### config.mk
export PLATFORM = sky130hd
export DESIGN_NAME = flash_append_log_store
export DESIGN_NICKNAME = d
export VERILOG_FILES = /design/src/rtl/flst_pkg.sv /design/src/rtl/flst_mem.sv /design/src/rtl/flst_ctrl.sv /design/src/rtl/flash_append_log_store.sv
export SDC_FILE = /design/constraint.sdc
export NUM_CORES = 2
export LEC_CHECK = 0
export ABC_AREA = 1
export BUFFER_PORTS_ARGS = -buffer_cell sky130_fd_sc_hd__buf_2
export CAP_MARGIN = 25
export CORE_UTILIZATION = 47
export DETAILED_ROUTE_END_ITERATION = 7
export SLEW_MARGIN = 40
export SYNTH_ARGS = -nofsm -noshare
export SYNTH_HDL_FRONTEND = slang
export SYNTH_HIERARCHICAL = 1
export SYNTH_SLANG_ARGS = --single-unit
export TNS_END_PERCENT = 1
### constraint.sdc
create_clock -name clk_i -period 7.05 [get_ports clk_i]
set_input_delay 1.0575 -clock clk_i [delete_from_list [all_inputs] [get_ports clk_i]]
set_output_delay 1.0575 -clock clk_i [all_outputs]
set_load 0.01 [all_outputs]
### src/rtl/flst_pkg.sv
package flst_pkg;

  localparam int unsigned SlotW = 7;
  localparam int unsigned DataW = 16;

  typedef enum logic [1:0] {
    ACT_APPEND = 2'd0,
    ACT_READ   = 2'd1,
    ACT_ERASE  = 2'd2
  } action_e;

  typedef enum logic [2:0] {
    ST_CLEAR,
    ST_IDLE,
    ST_SCAN,
    ST_ERASE,
    ST_DONE
  } state_e;

  typedef struct packed {
    logic [1:0]       action;
    logic [DataW-1:0] value;
    logic             sector;
  } in_t;

  typedef struct packed {
    logic [DataW-1:0] data;
    logic             ok;
    logic [SlotW-1:0] slot;
  } out_t;

endpackage

### src/rtl/flst_mem.sv
module flst_mem #(
  parameter int unsigned Depth = 128,
  parameter int unsigned Width = 16,
  localparam int unsigned AddrW = $clog2(Depth)
) (
  input  logic             clk_i,
  input  logic             we_i,
  input  logic [AddrW-1:0] waddr_i,
  input  logic [Width-1:0] wdata_i,
  input  logic             re_i,
  input  logic [AddrW-1:0] raddr_i,
  output logic [Width-1:0] rdata_o
);

  logic [Width-1:0] mem_q [Depth];
  logic [Width-1:0] rdata_q;

  always_ff @(posedge clk_i) begin
    if (we_i) begin
      mem_q[waddr_i] <= wdata_i;
    end
  end

  always_ff @(posedge clk_i) begin
    if (re_i) begin
      rdata_q <= mem_q[raddr_i];
    end
  end

  assign rdata_o = rdata_q;

endmodule

### src/rtl/flst_ctrl.sv
module flst_ctrl #(
  parameter int unsigned Slots       = 128,
  parameter int unsigned SectorSlots = 64,
  localparam int unsigned AddrW = $clog2(Slots),
  localparam int unsigned CntW  = $clog2(Slots + 1)
) (
  input  logic                      clk_i,
  input  logic                      rst_ni,
  input  logic                      in_valid_i,
  output logic                      in_ready_o,
  input  flst_pkg::in_t             in_item_i,
  output logic                      res_valid_o,
  input  logic                      res_ack_i,
  output flst_pkg::out_t            res_o,
  output logic                      mem_we_o,
  output logic [AddrW-1:0]          mem_waddr_o,
  output logic [flst_pkg::DataW-1:0] mem_wdata_o,
  output logic                      mem_re_o,
  output logic [AddrW-1:0]          mem_raddr_o,
  input  logic [flst_pkg::DataW-1:0] mem_rdata_i
);

  localparam int unsigned Stop0Int  = (SectorSlots < Slots) ? SectorSlots : Slots;
  localparam int unsigned Stop1Int  = (2 * SectorSlots < Slots) ? 2 * SectorSlots : Slots;
  localparam logic [CntW-1:0]  Start1   = CntW'(Stop0Int);
  localparam logic [CntW-1:0]  Stop0    = CntW'(Stop0Int);
  localparam logic [CntW-1:0]  Stop1    = CntW'(Stop1Int);
  localparam logic [CntW-1:0]  ClearEnd = CntW'(Slots - 1);
  localparam logic [AddrW-1:0] LastIdx  = AddrW'(Slots - 1);

  flst_pkg::state_e  state_q, state_d;
  flst_pkg::action_e act_q, act_d;
  logic [flst_pkg::DataW-1:0] value_q, value_d;
  logic [flst_pkg::DataW-1:0] last_q, last_d;
  logic [CntW-1:0]   cnt_q, cnt_d;
  logic [CntW-1:0]   stop_q, stop_d;
  logic [AddrW-1:0]  issue_q, issue_d;
  logic              issue_done_q, issue_done_d;
  logic              chk_vld_q, chk_vld_d;
  logic [AddrW-1:0]  chk_addr_q, chk_addr_d;
  flst_pkg::out_t    res_q, res_d;
  logic              hit, at_end;

  assign hit    = chk_vld_q && (mem_rdata_i == '0);
  assign at_end = chk_vld_q && (chk_addr_q == LastIdx);

  always_comb begin
    state_d = state_q;
    unique case (state_q)
      flst_pkg::ST_CLEAR: begin
        if (cnt_q == ClearEnd) state_d = flst_pkg::ST_IDLE;
      end
      flst_pkg::ST_IDLE: begin
        if (in_valid_i) begin
          unique case (flst_pkg::action_e'(in_item_i.action)) inside
            flst_pkg::ACT_APPEND, flst_pkg::ACT_READ: state_d = flst_pkg::ST_SCAN;
            flst_pkg::ACT_ERASE: state_d = flst_pkg::ST_ERASE;
            default: state_d = flst_pkg::ST_DONE;
          endcase
        end
      end
      flst_pkg::ST_SCAN: begin
        if (hit || at_end) state_d = flst_pkg::ST_DONE;
      end
      flst_pkg::ST_ERASE: begin
        if (cnt_q >= stop_q) state_d = flst_pkg::ST_DONE;
      end
      flst_pkg::ST_DONE: begin
        if (res_ack_i) state_d = flst_pkg::ST_IDLE;
      end
      default: state_d = flst_pkg::ST_IDLE;
    endcase
  end

  always_comb begin
    act_d        = act_q;
    value_d      = value_q;
    last_d       = last_q;
    cnt_d        = cnt_q;
    stop_d       = stop_q;
    issue_d      = issue_q;
    issue_done_d = issue_done_q;
    chk_vld_d    = 1'b0;
    chk_addr_d   = chk_addr_q;
    res_d        = res_q;
    in_ready_o   = 1'b0;
    res_valid_o  = 1'b0;
    mem_we_o     = 1'b0;
    mem_waddr_o  = '0;
    mem_wdata_o  = '0;
    mem_re_o     = 1'b0;
    mem_raddr_o  = issue_q;
    unique case (state_q)
      flst_pkg::ST_CLEAR: begin
        mem_we_o    = 1'b1;
        mem_waddr_o = cnt_q[AddrW-1:0];
        cnt_d       = cnt_q + CntW'(1);
      end
      flst_pkg::ST_IDLE: begin
        in_ready_o = 1'b1;
        if (in_valid_i) begin
          act_d        = flst_pkg::action_e'(in_item_i.action);
          value_d      = in_item_i.value;
          last_d       = '0;
          issue_d      = '0;
          issue_done_d = 1'b0;
          res_d        = '{data: '0, ok: 1'b1, slot: '0};
          cnt_d        = in_item_i.sector ? Start1 : '0;
          stop_d       = in_item_i.sector ? Stop1 : Stop0;
        end
      end
      flst_pkg::ST_SCAN: begin
        mem_re_o   = !issue_done_q;
        chk_vld_d  = !issue_done_q;
        chk_addr_d = issue_q;
        if (!issue_done_q) begin
          if (issue_q == LastIdx) issue_done_d = 1'b1;
          else issue_d = issue_q + AddrW'(1);
        end
        if (hit) begin
          if (act_q == flst_pkg::ACT_APPEND) begin
            mem_we_o    = 1'b1;
            mem_waddr_o = chk_addr_q;
            mem_wdata_o = value_q;
            res_d.slot  = flst_pkg::SlotW'(chk_addr_q);
          end else if (chk_addr_q != '0) begin
            res_d.data = last_q;
            res_d.slot = flst_pkg::SlotW'(chk_addr_q - AddrW'(1));
          end
        end else if (chk_vld_q) begin
          last_d = mem_rdata_i;
          if (at_end) begin
            if (act_q == flst_pkg::ACT_APPEND) begin
              res_d.ok = 1'b0;
            end else begin
              res_d.data = mem_rdata_i;
              res_d.slot = flst_pkg::SlotW'(LastIdx);
            end
          end
        end
      end
      flst_pkg::ST_ERASE: begin
        if (cnt_q < stop_q) begin
          mem_we_o    = 1'b1;
          mem_waddr_o = cnt_q[AddrW-1:0];
          cnt_d       = cnt_q + CntW'(1);
        end
      end
      flst_pkg::ST_DONE: begin
        res_valid_o = 1'b1;
      end
      default: ;
    endcase
  end

  assign res_o = res_q;

  always_ff @(posedge clk_i or negedge rst_ni) begin
    if (!rst_ni) begin
      state_q      <= flst_pkg::ST_CLEAR;
      cnt_q        <= '0;
      stop_q       <= '0;
      issue_q      <= '0;
      issue_done_q <= 1'b0;
      chk_vld_q    <= 1'b0;
      act_q        <= flst_pkg::ACT_APPEND;
    end else begin
      state_q      <= state_d;
      cnt_q        <= cnt_d;
      stop_q       <= stop_d;
      issue_q      <= issue_d;
      issue_done_q <= issue_done_d;
      chk_vld_q    <= chk_vld_d;
      act_q        <= act_d;
    end
  end

  always_ff @(posedge clk_i) begin
    value_q    <= value_d;
    last_q     <= last_d;
    chk_addr_q <= chk_addr_d;
    res_q      <= res_d;
  end

  a_scan_write: assert property (@(posedge clk_i) disable iff (!rst_ni)
    (state_q == flst_pkg::ST_SCAN && mem_we_o) |->
      (act_q == flst_pkg::ACT_APPEND && hit))
    else $error("scan write without empty slot");

  a_waddr_range: assert property (@(posedge clk_i) disable iff (!rst_ni)
    mem_we_o |-> (int'(mem_waddr_o) < int'(Slots)))
    else $error("write past end of store");

  a_clear_end: assert property (@(posedge clk_i) disable iff (!rst_ni)
    (state_q == flst_pkg::ST_CLEAR && cnt_q == ClearEnd) |=> state_q == flst_pkg::ST_IDLE)
    else $error("clear pass did not finish");

  a_erase_bound: assert property (@(posedge clk_i) disable iff (!rst_ni)
    (state_q == flst_pkg::ST_ERASE) |-> (cnt_q <= stop_q))
    else $error("erase counter overran");

  a_done_write: assert property (@(posedge clk_i) disable iff (!rst_ni)
    (state_q == flst_pkg::ST_DONE) |-> !mem_we_o)
    else $error("write while result pending");

endmodule

### src/rtl/flash_append_log_store.sv
// channel | valid      | ready      | payload
// in      | in_valid_i  | in_ready_o  | in_item_i  (flst_pkg::in_t)
// out     | out_valid_o | out_ready_i | out_item_o (flst_pkg::out_t)
// After reset a clear pass writes zero to all SLOTS slots; no items are taken meanwhile.
// Append and read_last scan the store one slot per cycle through the single read port.
// Erase writes one slot per cycle over the chosen sector. Unused action codes go straight
// to the result. One item at a time; a result waiting in the output register does not
// block the next item, only the delivery of its result.
module flash_append_log_store #(
  parameter int unsigned SLOTS        = 128,
  parameter int unsigned SECTOR_SLOTS = 64
) (
  input  logic           clk_i,
  input  logic           rst_ni,
  input  logic           in_valid_i,
  output logic           in_ready_o,
  input  flst_pkg::in_t  in_item_i,
  output logic           out_valid_o,
  input  logic           out_ready_i,
  output flst_pkg::out_t out_item_o
);

  localparam int unsigned AddrW = $clog2(SLOTS);

  logic                       mem_we, mem_re;
  logic [AddrW-1:0]           mem_waddr, mem_raddr;
  logic [flst_pkg::DataW-1:0] mem_wdata, mem_rdata;
  logic                       res_valid, res_ack;
  flst_pkg::out_t             res;
  logic                       out_valid_q;
  flst_pkg::out_t             out_item_q;

  flst_ctrl #(
    .Slots       (SLOTS),
    .SectorSlots (SECTOR_SLOTS)
  ) u_ctrl (
    .clk_i       (clk_i),
    .rst_ni      (rst_ni),
    .in_valid_i  (in_valid_i),
    .in_ready_o  (in_ready_o),
    .in_item_i   (in_item_i),
    .res_valid_o (res_valid),
    .res_ack_i   (res_ack),
    .res_o       (res),
    .mem_we_o    (mem_we),
    .mem_waddr_o (mem_waddr),
    .mem_wdata_o (mem_wdata),
    .mem_re_o    (mem_re),
    .mem_raddr_o (mem_raddr),
    .mem_rdata_i (mem_rdata)
  );

  flst_mem #(
    .Depth (SLOTS),
    .Width (flst_pkg::DataW)
  ) u_mem (
    .clk_i   (clk_i),
    .we_i    (mem_we),
    .waddr_i (mem_waddr),
    .wdata_i (mem_wdata),
    .re_i    (mem_re),
    .raddr_i (mem_raddr),
    .rdata_o (mem_rdata)
  );

  assign res_ack = res_valid && (!out_valid_q || out_ready_i);

  always_ff @(posedge clk_i or negedge rst_ni) begin
    if (!rst_ni) begin
      out_valid_q <= 1'b0;
    end else if (res_ack) begin
      out_valid_q <= 1'b1;
    end else if (out_ready_i) begin
      out_valid_q <= 1'b0;
    end
  end

  always_ff @(posedge clk_i) begin
    if (res_ack) begin
      out_item_q <= res;
    end
  end

  assign out_valid_o = out_valid_q;
  assign out_item_o  = out_item_q;

endmodule
==> flow_summary.yaml <==
synthesis:
  synthTopCellsByCount: "nand2_1, edfxtp_1, nand3_1, buf_2, nor2_1"
  synth-seq-area-share_pct: 74.1
  netlist_area_um2: 88000
  synth_flop_cell: "edfxtp_1"
  synth-async-reset-ratio_pct: 1.15
  yosys_warnings: 6
  avgSynthCellArea_um2: 12.1
  ys_ff_latch: 2176
  synth_top_area_share_pct: 73.4
  synth_edf_count: 2151
  synth.most_common_cell: "nand2_1"
  synth_cell_types: 34
  synthesis.nets: 7325
  synthTopCellsByArea: "edfxtp_1, nand3_1, nand2_1"
  synthCells: 7293
  synth_top_cell_by_area: "edfxtp_1"
flow_run:
  drv_cap: 0
global_route:
  grt_overflow: 0
  grt_pass1_wl_um: 366000
  grt_pass1_vias: 53900
  grt_start_max_net_pins: 189
  antenna_found_initial: 3
  grt_usage_pct: 26.0
place:
  hpwl_um: 142000
  place_ws_ns: 2.55
  place.gp.congestion: 0.937
  numPortBuffers: 48
drt:
  postRouteAntennaNets: 0
  wl_per_cell_um: 25.2
  drcViolationCount: 2
  avgViaCountPerCell: 5.80
  drtPass1Iterations: 8
  via_count: 57600
  wl_um: 250000
  drt_iter0_drc: 8290
setup_path:
  startpoint_type: "register"
  cp_cell_sequence: "inv_1, ha_1, inv_1, nand2_1, nand2_1, nor2_1, a21oi_2, o22ai_1, inv_1, nor2_1, nand2_1, nor2_2"
  cp_slowest_stage_delay_ns: 0.83
  critPathRequiredTime_ns: 7.52
  cp_num_buf_inv: 3
  criticalPathCategory: "reg -> reg"
  cp_slowest_cell: "nor2_2"
  worstPathMaxFanout: 16
  crit_path_end_kind: "register"
  arrival_ns: 5.15
  path_delay_family: "simple AND/OR/NAND/NOR gates"
cells_and_area:
  layout-drive-gt1-share_pct: 8.35
  final.fill_count: 15800
  seqCellArea_um2: 65200
  synthToLayoutAreaGrowth_pct: 11.6
  multi_input_area_um2: 20300
  nNetsFinal: 7299
  final_util_pct: 52.9
outcome:
  status: "finished, violations left"
  violations: "DRC"
clock_tree:
  clock_latency_ns: 0.86
  cts_buffers: 218
  cts_tree: "yes"
  path_clk_slew_ns: 0.06
  cts_repair_resize_count: 0
  clockRootBuffer: "clkbuf_16"
  h-tree-depth: 4
  cts_setup_buffers: 0
  cts.sinks: 2176
  cts.path.max_buffers: 3
  cts_hold_buf: 0
timing:
  setup_ws_ns: 2.38
  fin_setup_tns_ns: 0
  hold_violations: 0
  fin_crit_ns: 4.67
  setup_violations: 0
  relSlewSlack_pct: 35.8
  fin_worst_skew_ns: 0.0284
  finalMaxSlewViolations: 0
  fmax_mhz: 214
  rsz0062_at_grt: "no"
  finalCritPeriodShare_pct: 66.3
  worstMarginPinSlew_ns: 0.960
worst_hold_path:
  min_path_type: "in -> async"
power:
  peakVddDrop_uv: 263
  power_density_nw_per_um2: 256
  leakagePower_nw: 32.3
die:
  initial_core_util_pct: 47.4
  ios: 49
  chipHeight_um: 435
  rows: 158
  core_area_um2: 186000
  dieArea_um2: 189000
  die_x_um: 435
==> final cells by class <==
cell class / instances / area share [%]
diodes: 2 / 0.00510
clock buffers: 267 / 5.79
clock inverters: 135 / 1.18
inverters: 117 / 0.487
multi-input cells: 4533 / 20.7
flip-flops and latches: 2176 / 66.4
well taps: 2480 / 3.16
repair buffers: 221 / 2.28
==> worst reg2reg max path: cells and delay by family (launching register included) <==
kind	cells	cell delay [ns]
compound gates	2	0.90
simple gates	6	2.50
flops	1	0.42
fa+ha+maj	1	0.17
buf+inv	3	0.31
==> routing by layer <==
layer  track usage (%)  vias to the layer above  wire, µm
met1              38.3                    28300    105000
met3              4.94                      420     24800
li1                  -                    25900         -
met2              39.6                     2997    113000
met5                 0                        -        13
met4              7.15                        2      6990
==> power breakdown <==
| group | total [mW] | internal [mW] | switching [mW] |
|---|---|---|---|
| combinational | 0.0111 | 0.00446 | 0.00659 |
| clock | 11.2 | 6.27 | 4.89 |
| sequential | 14.0 | 14.0 | 0.0000000000000000240 |
| total | 25.2 | 20.3 | 4.89 |
==> per-stage QoR <==
step | instances | hold WS [ns] | area (µm²) | total power, mW
2_1_floorplan | 7293 | 0.400 | 88000 | 14.3
3_3_place_gp | 9505 | 0.408 | 90600 | 14.3
3_5_place_dp | 9517 | 0.405 | 90900 | 14.3
4_1_cts | 9919 | 0.203 | 97800 | 25.3
5_1_grt | 9929 | 0.256 | 98200 | 25.8
6_report | 9931 | 0.248 | 98200 | 25.2
==> kinds of logic (layout without fill, tap and decap cells) <==
kind of cell	count (synthesis)	in the layout	synth area share, %
buf+inv	584	740	3.33
flops	2176	2176	74.1
simple gates	4456	4456	22.0
fa+ha+maj	9	9	0.128
compound gates	62	62	0.432
xor+xnor	6	6	0.0597
other cells	0	2	0
==> worst paths after layout <==
check / start / endpoint / slack (ns) / cells after the start
worst max-delay path: u_ctrl/cnt_q[6] / u_mem/mem_q[43][10] / 2.38 / 12
worst min-delay path: rst_ni / u_ctrl/state_q[1] / 0.25 / 1
worst max register to register: u_ctrl/cnt_q[6] / u_mem/mem_q[43][10] / 2.38 / 12
worst min register to register: u_ctrl/res_o[22] / out_item_o[22] / 0.42 / 0
max in group asynchronous: rst_ni / u_ctrl/mem_raddr_o[1] / 6.31 / 1
min in group clk_i: in_item_i[7] / u_ctrl/value_q[6] / 0.39 / 1
==> sequential cells by signal, indices dropped and copies added, names as in the netlist, 3 cells and up <==
| signal | cells |
|---|---|
| out_item_o | 24 |
| u_ctrl/chk_addr_q | 7 |
| u_ctrl/cnt_q | 8 |
| u_ctrl/last_q | 16 |
| u_ctrl/mem_raddr_o | 7 |
| u_ctrl/res_o | 24 |
| u_ctrl/state_q | 3 |
| u_ctrl/value_q | 16 |
| u_mem/mem_q | 2048 |
| u_mem/rdata_o | 16 |
==> cell usage in the layout (no fill, tap or decap), types with 20 or more instances in the layout <==
master and instances:
nor2_1 148, edfxtp_1 2151, clkbuf_1 47, clkinv_1 57
nor2_4 46, nor2_2 25, clkinv_2 37, clkbuf_16 220
buf_12 30, nand3_1 2049, dfrtp_1 20, inv_1 107
buf_4 122, nand2_1 2163, buf_2 48
(Power assumes the default switching activity.)
